===== src/design/plac_pkg.sv =====
package plac_pkg;

	localparam int COORD_BITS_DEF = 24;
	localparam int ACC_BITS_DEF   = 48;

	// handshake to and from an iterative unit
	typedef struct packed {
		logic start;
	} unit_cmd_t;

	typedef struct packed {
		logic busy;
		logic done;
	} unit_sts_t;

endpackage


===== src/design/path_length_accumulator_top.sv =====
// Running Euclidean path length of a track of (x, y) samples. The first item
// of a track (track_start high, or the first item after reset) records the
// position and gives a length of zero; each later item adds the distance to
// the previous position, rounded down, and the total saturates at all ones.
// peak_in is returned unchanged with the result. One item is worked on at a
// time; most of the work on a moving sample is done by the square root unit,
// which gives one result bit per cycle. in_ready is low while an item is in
// work and comes back as the result is registered. The result sits in an
// output register, so the next item is taken while it waits to be collected.
module path_length_accumulator_top #(
	parameter int COORD_BITS = plac_pkg::COORD_BITS_DEF,
	parameter int ACC_BITS   = plac_pkg::ACC_BITS_DEF
) (
	input  logic                         clk,
	input  logic                         arst_n,
	input  logic                         in_valid,
	output logic                         in_ready,
	input  logic                         track_start,
	input  logic signed [COORD_BITS-1:0] pos_x,
	input  logic signed [COORD_BITS-1:0] pos_y,
	input  logic signed [31:0]           peak_in,
	output logic                         out_valid,
	input  logic                         out_ready,
	output logic [ACC_BITS-1:0]          path_length,
	output logic signed [31:0]           peak_out
);

	localparam int ROOT_W = COORD_BITS + 1;
	localparam int SUM_W  = ((ACC_BITS > ROOT_W) ? ACC_BITS : ROOT_W) + 1;

	typedef enum logic [2:0] {
		ST_IDLE,
		ST_SQ,
		ST_ROOT,
		ST_ACC,
		ST_OUT
	} state_t;

	state_t                  state_q;
	logic                    have_last_q;
	logic                    out_valid_q;
	plac_pkg::unit_cmd_t     sq_cmd_q;
	plac_pkg::unit_cmd_t     rt_cmd_q;
	plac_pkg::unit_sts_t     sq_sts;
	plac_pkg::unit_sts_t     rt_sts;
	logic [COORD_BITS-1:0]   last_x_q;
	logic [COORD_BITS-1:0]   last_y_q;
	logic [COORD_BITS-1:0]   dx_q;
	logic [COORD_BITS-1:0]   dy_q;
	logic [31:0]             peak_q;
	logic [ACC_BITS-1:0]     travelled_q;
	logic [ACC_BITS-1:0]     path_length_q;
	logic [31:0]             peak_out_q;
	logic [COORD_BITS:0]     diff_x;
	logic [COORD_BITS:0]     diff_y;
	logic [COORD_BITS:0]     mag_x;
	logic [COORD_BITS:0]     mag_y;
	logic [2*COORD_BITS:0]   sq_sum;
	logic [ROOT_W-1:0]       root;
	logic [SUM_W-1:0]        acc_sum;
	logic [ACC_BITS-1:0]     acc_next;
	logic                    in_take;

	assign in_take = in_valid && in_ready;
	assign in_ready = (state_q == ST_IDLE);

	assign diff_x = {pos_x[COORD_BITS-1], pos_x} - {last_x_q[COORD_BITS-1], last_x_q};
	assign diff_y = {pos_y[COORD_BITS-1], pos_y} - {last_y_q[COORD_BITS-1], last_y_q};
	assign mag_x  = diff_x[COORD_BITS] ? (~diff_x + 1'b1) : diff_x;
	assign mag_y  = diff_y[COORD_BITS] ? (~diff_y + 1'b1) : diff_y;

	assign acc_sum  = SUM_W'(travelled_q) + SUM_W'(root);
	assign acc_next = (acc_sum[SUM_W-1:ACC_BITS] != '0) ? '1 : acc_sum[ACC_BITS-1:0];

	plac_sqsum #(
		.MAG_W(COORD_BITS)
	) u_sqsum (
		.clk     (clk),
		.arst_n  (arst_n),
		.cmd     (sq_cmd_q),
		.mag_a   (dx_q),
		.mag_b   (dy_q),
		.sts     (sq_sts),
		.sum     (sq_sum)
	);

	plac_sqrt #(
		.ROOT_W(ROOT_W)
	) u_sqrt (
		.clk      (clk),
		.arst_n   (arst_n),
		.cmd      (rt_cmd_q),
		.radicand ({1'b0, sq_sum}),
		.sts      (rt_sts),
		.root     (root)
	);

	always_ff @(posedge clk or negedge arst_n) begin
		if (!arst_n) begin
			state_q     <= ST_IDLE;
			have_last_q <= 1'b0;
			out_valid_q <= 1'b0;
			sq_cmd_q    <= '0;
			rt_cmd_q    <= '0;
		end else begin
			sq_cmd_q <= '0;
			rt_cmd_q <= '0;
			if (out_valid_q && out_ready) begin
				out_valid_q <= 1'b0;
			end
			case (state_q)
				ST_IDLE: begin
					if (in_take) begin
						have_last_q <= 1'b1;
						if (track_start || !have_last_q) begin
							state_q <= ST_OUT;
						end else begin
							sq_cmd_q.start <= 1'b1;
							state_q        <= ST_SQ;
						end
					end
				end
				ST_SQ: begin
					if (sq_sts.done) begin
						rt_cmd_q.start <= 1'b1;
						state_q        <= ST_ROOT;
					end
				end
				ST_ROOT: begin
					if (rt_sts.done) begin
						state_q <= ST_ACC;
					end
				end
				ST_ACC: begin
					state_q <= ST_OUT;
				end
				ST_OUT: begin
					if (!out_valid_q || out_ready) begin
						out_valid_q <= 1'b1;
						state_q     <= ST_IDLE;
					end
				end
				default: begin
					state_q <= ST_IDLE;
				end
			endcase
		end
	end

	always_ff @(posedge clk) begin
		if (in_take) begin
			last_x_q <= pos_x;
			last_y_q <= pos_y;
			dx_q     <= mag_x[COORD_BITS-1:0];
			dy_q     <= mag_y[COORD_BITS-1:0];
			peak_q   <= peak_in;
			if (track_start || !have_last_q) begin
				travelled_q <= '0;
			end
		end
		if (state_q == ST_ACC) begin
			travelled_q <= acc_next;
		end
		if (state_q == ST_OUT && (!out_valid_q || out_ready)) begin
			path_length_q <= travelled_q;
			peak_out_q    <= peak_q;
		end
	end

	assign out_valid   = out_valid_q;
	assign path_length = path_length_q;
	assign peak_out    = peak_out_q;

	a_out_from_seq: assert property (@(posedge clk) disable iff (!arst_n)
		$rose(out_valid_q) |-> $past(state_q == ST_OUT))
		else $error("result raised outside the output step");

	a_sq_done_state: assert property (@(posedge clk) disable iff (!arst_n)
		sq_sts.done |-> state_q == ST_SQ)
		else $error("square sum finished out of sequence");

	a_rt_done_state: assert property (@(posedge clk) disable iff (!arst_n)
		rt_sts.done |-> state_q == ST_ROOT)
		else $error("root finished out of sequence");

	a_units_idle: assert property (@(posedge clk) disable iff (!arst_n)
		in_ready |-> !sq_sts.busy && !rt_sts.busy)
		else $error("item taken while a unit is busy");

endmodule


===== src/design/plac_sqsum.sv =====
module plac_sqsum #(
	parameter int MAG_W = plac_pkg::COORD_BITS_DEF
) (
	input  logic                  clk,
	input  logic                  arst_n,
	input  plac_pkg::unit_cmd_t   cmd,
	input  logic [MAG_W-1:0]      mag_a,
	input  logic [MAG_W-1:0]      mag_b,
	output plac_pkg::unit_sts_t   sts,
	output logic [2*MAG_W:0]      sum
);

	typedef enum logic [1:0] {
		PH_IDLE,
		PH_A,
		PH_B,
		PH_ADD
	} phase_t;

	phase_t               phase_q;
	logic                 done_q;
	logic [MAG_W-1:0]     a_q;
	logic [MAG_W-1:0]     b_q;
	logic [2*MAG_W-1:0]   prod_q;
	logic [2*MAG_W:0]     sum_q;
	logic [MAG_W-1:0]     mul_op;

	// one multiplier, shared by both squares
	assign mul_op = (phase_q == PH_A) ? a_q : b_q;

	always_ff @(posedge clk or negedge arst_n) begin
		if (!arst_n) begin
			phase_q <= PH_IDLE;
			done_q  <= 1'b0;
		end else begin
			done_q <= 1'b0;
			case (phase_q)
				PH_IDLE: begin
					if (cmd.start) begin
						phase_q <= PH_A;
					end
				end
				PH_A: begin
					phase_q <= PH_B;
				end
				PH_B: begin
					phase_q <= PH_ADD;
				end
				PH_ADD: begin
					done_q  <= 1'b1;
					phase_q <= PH_IDLE;
				end
				default: begin
					phase_q <= PH_IDLE;
				end
			endcase
		end
	end

	always_ff @(posedge clk) begin
		if (phase_q == PH_IDLE && cmd.start) begin
			a_q <= mag_a;
			b_q <= mag_b;
		end
		if (phase_q == PH_A || phase_q == PH_B) begin
			prod_q <= mul_op * mul_op;
		end
		if (phase_q == PH_B) begin
			sum_q <= {1'b0, prod_q};
		end else if (phase_q == PH_ADD) begin
			sum_q <= sum_q + {1'b0, prod_q};
		end
	end

	assign sts.busy = (phase_q != PH_IDLE);
	assign sts.done = done_q;
	assign sum      = sum_q;

endmodule


===== src/design/plac_sqrt.sv =====
module plac_sqrt #(
	parameter int ROOT_W = plac_pkg::COORD_BITS_DEF + 1
) (
	input  logic                  clk,
	input  logic                  arst_n,
	input  plac_pkg::unit_cmd_t   cmd,
	input  logic [2*ROOT_W-1:0]   radicand,
	output plac_pkg::unit_sts_t   sts,
	output logic [ROOT_W-1:0]     root
);

	localparam int RAD_W = 2 * ROOT_W;
	localparam int REM_W = ROOT_W + 3;
	localparam int CNT_W = $clog2(ROOT_W);

	logic                busy_q;
	logic                done_q;
	logic [CNT_W-1:0]    cnt_q;
	logic [RAD_W-1:0]    rad_q;
	logic [REM_W-1:0]    rem_q;
	logic [ROOT_W-1:0]   root_q;
	logic [REM_W-1:0]    rem_sh;
	logic [REM_W-1:0]    trial;
	logic                fits;

	// restoring square root, one result bit per cycle
	assign rem_sh = {rem_q[REM_W-3:0], rad_q[RAD_W-1 -: 2]};
	assign trial  = {1'b0, root_q, 2'b01};
	assign fits   = (rem_sh >= trial);

	always_ff @(posedge clk or negedge arst_n) begin
		if (!arst_n) begin
			busy_q <= 1'b0;
			done_q <= 1'b0;
			cnt_q  <= '0;
		end else begin
			done_q <= 1'b0;
			if (!busy_q) begin
				if (cmd.start) begin
					busy_q <= 1'b1;
					cnt_q  <= CNT_W'(ROOT_W - 1);
				end
			end else begin
				cnt_q <= cnt_q - 1'b1;
				if (cnt_q == '0) begin
					busy_q <= 1'b0;
					done_q <= 1'b1;
				end
			end
		end
	end

	always_ff @(posedge clk) begin
		if (!busy_q) begin
			if (cmd.start) begin
				rad_q  <= radicand;
				rem_q  <= '0;
				root_q <= '0;
			end
		end else begin
			rad_q  <= {rad_q[RAD_W-3:0], 2'b00};
			rem_q  <= fits ? (rem_sh - trial) : rem_sh;
			root_q <= {root_q[ROOT_W-2:0], fits};
		end
	end

	assign sts.busy = busy_q;
	assign sts.done = done_q;
	assign root     = root_q;

endmodule


===== config.mk =====
export PLATFORM = sky130hd
export DESIGN_NAME = path_length_accumulator_top
export DESIGN_NICKNAME = d
export VERILOG_FILES = /design/src/design/plac_pkg.sv /design/src/design/path_length_accumulator_top.sv /design/src/design/plac_sqsum.sv /design/src/design/plac_sqrt.sv
export SDC_FILE = /design/constraint.sdc
export NUM_CORES = 2
export LEC_CHECK = 0
export ABC_AREA = 1
export BUFFER_PORTS_ARGS = -buffer_cell sky130_fd_sc_hd__buf_2
export CORE_ASPECT_RATIO = 0.7
export CORE_MARGIN = 8
export CORE_UTILIZATION = 40
export DETAILED_ROUTE_END_ITERATION = 12
export PLACE_DENSITY_LB_ADDON = 0.08
export SLEW_MARGIN = 20
export SYNTH_ARGS = -nofsm -noshare
export SYNTH_HDL_FRONTEND = slang
export SYNTH_SLANG_ARGS = --single-unit

===== constraint.sdc =====
create_clock -name clk -period 19.5 [get_ports clk]
set_input_delay 1.95 -clock clk [delete_from_list [all_inputs] [get_ports clk]]
set_output_delay 1.95 -clock clk [all_outputs]
set_load 0.005 [all_outputs]

==> flow_summary.json <==
{
  "drt_iter0_drc": 2721,
  "fin_tns_setup_ns": 0,
  "cts_buffer_depth": 3,
  "synthCells": 5433,
  "finalClockSkew_ns": 0.0524,
  "post_cts_buffers": 0,
  "num_vias": 35500,
  "max_slew_margin_pct": 28.5,
  "vias_per_cell": 4.94,
  "io_buffers": 166,
  "path_class": "reg -> reg",
  "drc": 0,
  "cts.htree.levels": 2,
  "die_height_um": 301,
  "ys_types": 63,
  "critPathMaxFanout": 48,
  "grt_max_degree": 86,
  "initial_core_util_pct": 40.4,
  "min_delay_worst_endpoint": "u_sqrt.done_q$_DFF_PN0_",
  "dp.cells": 7081,
  "final-hold-violation-count": 0,
  "max_freq_mhz": 112,
  "drive_gt1_share_pct": 6.61,
  "path_clk_slew_ns": 0.06,
  "hold_buffers": 0,
  "ff2ff_setup_slack_ns": 10.60,
  "crit_family": "adder cells",
  "routedWlPerCell_um": 18.8,
  "dr.pass1.iters": 6,
  "period_share_pct": 45.6,
  "cp-end-kind": "flop",
  "nets": 6436,
  "root_buffer": "clkbuf_16",
  "syn-cell-area_um2": 46500,
  "antenna_cells": 0,
  "core-area_um2": 115000,
  "final_util_pct": 44.3,
  "slew_violations": 0,
  "grt_antenna_before_repair": 4,
  "path_buf_inv": 9,
  "setup_slack_ns": 10.60,
  "setup_viol": 0,
  "routed_wl_um": 135000,
  "hold_class": "reg -> reg",
  "ys_ff_latch": 518,
  "r2r-start": "u_sqsum.phase_q[1]$_DFFE_PN0P_",
  "worstPathArrival_ns": 9.28,
  "hold_path_depth": 1,
  "ff2ff_path_depth": 28,
  "rsz0062_at_grt": "false",
  "grt_use_total_pct": 21.0,
  "synthToLayoutAreaGrowth_pct": 9.66,
  "maxCapViolations": 0,
  "ys_warn_count": 0,
  "cts_tree": "yes",
  "final_cells": 7184,
  "fp-row-count": 104,
  "syn_area_per_cell_um2": 8.56,
  "synth-edff-count": 498,
  "gp_congestion": 0.934,
  "die_w_um": 423,
  "synth_flop_cell": "edfxtp_1",
  "dp_slack_ns": 10.28,
  "cts_sinks": 518,
  "syn_nets": 6268,
  "first_global_vias": 35400,
  "start_kind": "flop",
  "cp_slowest_stage_delay_ns": 0.79,
  "outcome": "complete, no violations",
  "seq_area_frac_synth_pct": 33.2,
  "synth-async-reset-ratio_pct": 3.28,
  "grt_pass1_wl_um": 210000,
  "dp_hpwl_um": 109000,
  "r2r-end": "u_sqsum.prod_q[33]$_DFFE_PP_",
  "io_pins": 167,
  "clk_latency_ns": 0.66,
  "cts_buffers": 55,
  "finalCriticalPeriod_ns": 8.90,
  "overflow": 0,
  "worstPathRequired_ns": 19.89,
  "worst_pin_slew_ns": 1.06,
  "hp-start": "u_sqrt.cnt_q[4]$_DFFE_PN0P_",
  "slowest_stage": "clkinv_1",
  "drtAntennaViolNets": 0,
  "dieArea_um2": 128000,
  "cts-resized-gates": 0
}
[state kept, by name, summed over array words and instances, names as in the netlist, 2 cells and up]
signal and cells:
u_sqsum.sum 49, peak_out 32, dx_q 24, u_sqrt.cnt_q 5, last_x_q 24, travelled_q 48
last_y_q 24, dy_q 24, u_sqrt.rem_q 26, u_sqrt.root 25, u_sqsum.a_q 24, peak_q 32
u_sqsum.b_q 24, u_sqsum.phase_q 2, path_length 48, u_sqrt.rad_q 50, u_sqsum.prod_q 47, state_q 3
[Yosys cell counts, types with 2 or more instances]
master	n	area (um^2)
or2_2	18	113
nor2_1	542	2030
dfxtp_1	3	60.1
o31ai_1	6	45.0
inv_2	3	11.3
a31oi_1	18	113
a22o_1	45	394
edfxtp_1	498	15000
dfrtp_1	17	425
nand3b_1	15	113
o21ai_1	15	75.1
xor2_1	91	797
a21oi_1	265	1330
fa_1	425	8510
a21oi_2	3	26.3
nand3_1	236	1180
o21bai_1	25	188
nand2_1	1146	4300
o211ai_1	2	15.0
ha_1	325	4070
xnor2_1	51	447
o21ai_0	198	991
nor4_1	14	87.6
a21boi_0	8	60.1
o21ai_2	14	123
nor2_2	11	68.8
nand3_2	5	50.1
nand4_1	48	300
and3_1	3	18.8
buf_4	4	30.0
and2_1	4	25.0
a21o_1	14	105
inv_1	1158	4350
clkinv_1	12	45.0
nand2_2	23	144
buf_2	9	45.0
o21a_1	14	105
buf_1	4	15.0
nor3_1	56	280
o22ai_1	2	12.5
clkbuf_1	61	229
[cell families after synthesis]
kind of cell    Yosys count  synth area share, %
compound gates          639                 7.91
xor+xnor                143                 2.71
fa+ha+maj               750                 27.0
buf+inv                1254                 10.2
flops                   518                 33.2
simple gates           2129                 18.9
[worst max-delay path by stage]
stage / startpoint / to / depth (start not counted)
after global placement: u_sqsum.phase_q[1]$_DFFE_PN0P_ / u_sqsum.prod_q[35]$_DFFE_PP_ / 28
after global routing: u_sqsum.phase_q[1]$_DFFE_PN0P_ / u_sqsum.prod_q[36]$_DFFE_PP_ / 31
after detailed placement: u_sqsum.phase_q[1]$_DFFE_PN0P_ / u_sqsum.prod_q[35]$_DFFE_PP_ / 32
final: u_sqsum.phase_q[1]$_DFFE_PN0P_ / u_sqsum.prod_q[33]$_DFFE_PP_ / 28
after CTS: u_sqsum.phase_q[1]$_DFFE_PN0P_ / u_sqsum.prod_q[35]$_DFFE_PP_ / 32
after floorplan: in_valid / travelled_q[0]$_SDFFCE_PN0P_ / 4
[routing by layer]
layer / share of wire (%) / wire (um) / vias to the layer above / track usage [%]
met4: 1.5 / 2080 / 0 / 3.52
met2: 40 / 53300 / 938 / 29.8
li1: - / - / 17600 / -
met5: 0 / 0 / - / 0
met1: 51 / 68400 / 16900 / 32.1
met3: 8.1 / 11000 / 124 / 5.70
[stage by stage]
step | area (um^2) | hold WS, ns
floorplan | 46500 | 0.400
global placement | 49100 | 0.400
detailed placement | 49200 | 0.405
CTS | 51000 | 0.408
global route | 51000 | 0.424
finish | 51000 | 0.415
[area by class of cell]
cell class                 instances  area, um^2
clock buffer                      64        1410
clock inverter                    39         420
fill                           11600       64200
inverter                        1174        4410
multi-input combinational       3661       26400
sequential                       518       15400
tap                             1537        1920
timing repair buffer             191        1020
[layout by cell type (no fill, tap or decap), types with 5 or more instances in the layout]
master / synthesis / layout
nand2_2: 23 / 23
nor4_1: 14 / 14
buf_2: 9 / 166
a22o_1: 45 / 45
a21boi_0: 8 / 8
clkbuf_16: 0 / 55
nand4_1: 48 / 48
nor3_1: 56 / 55
clkinv_1: 12 / 23
edfxtp_1: 498 / 498
inv_6: 1 / 6
or2_2: 18 / 18
o21ai_2: 14 / 16
clkbuf_1: 61 / 9
o21ai_1: 15 / 18
dfrtp_1: 17 / 16
ha_1: 325 / 322
inv_1: 1158 / 1156
nand3b_1: 15 / 15
fa_1: 425 / 425
nor2_1: 542 / 539
nand2_1: 1146 / 1145
clkinv_2: 0 / 10
a21o_1: 14 / 14
bufinv_16: 0 / 7
nor2_2: 11 / 11
o21bai_1: 25 / 25
buf_4: 4 / 25
nand3_2: 5 / 5
nand3_1: 236 / 236
a31oi_1: 18 / 18
o21a_1: 14 / 14
o21ai_0: 198 / 192
xnor2_1: 51 / 51
xor2_1: 91 / 91
o31ai_1: 6 / 6
a21oi_1: 265 / 265
Power is left out: the tool's default activity adds up to more than one toggle a clock period on the data nets, which glitch-free logic cannot reach.
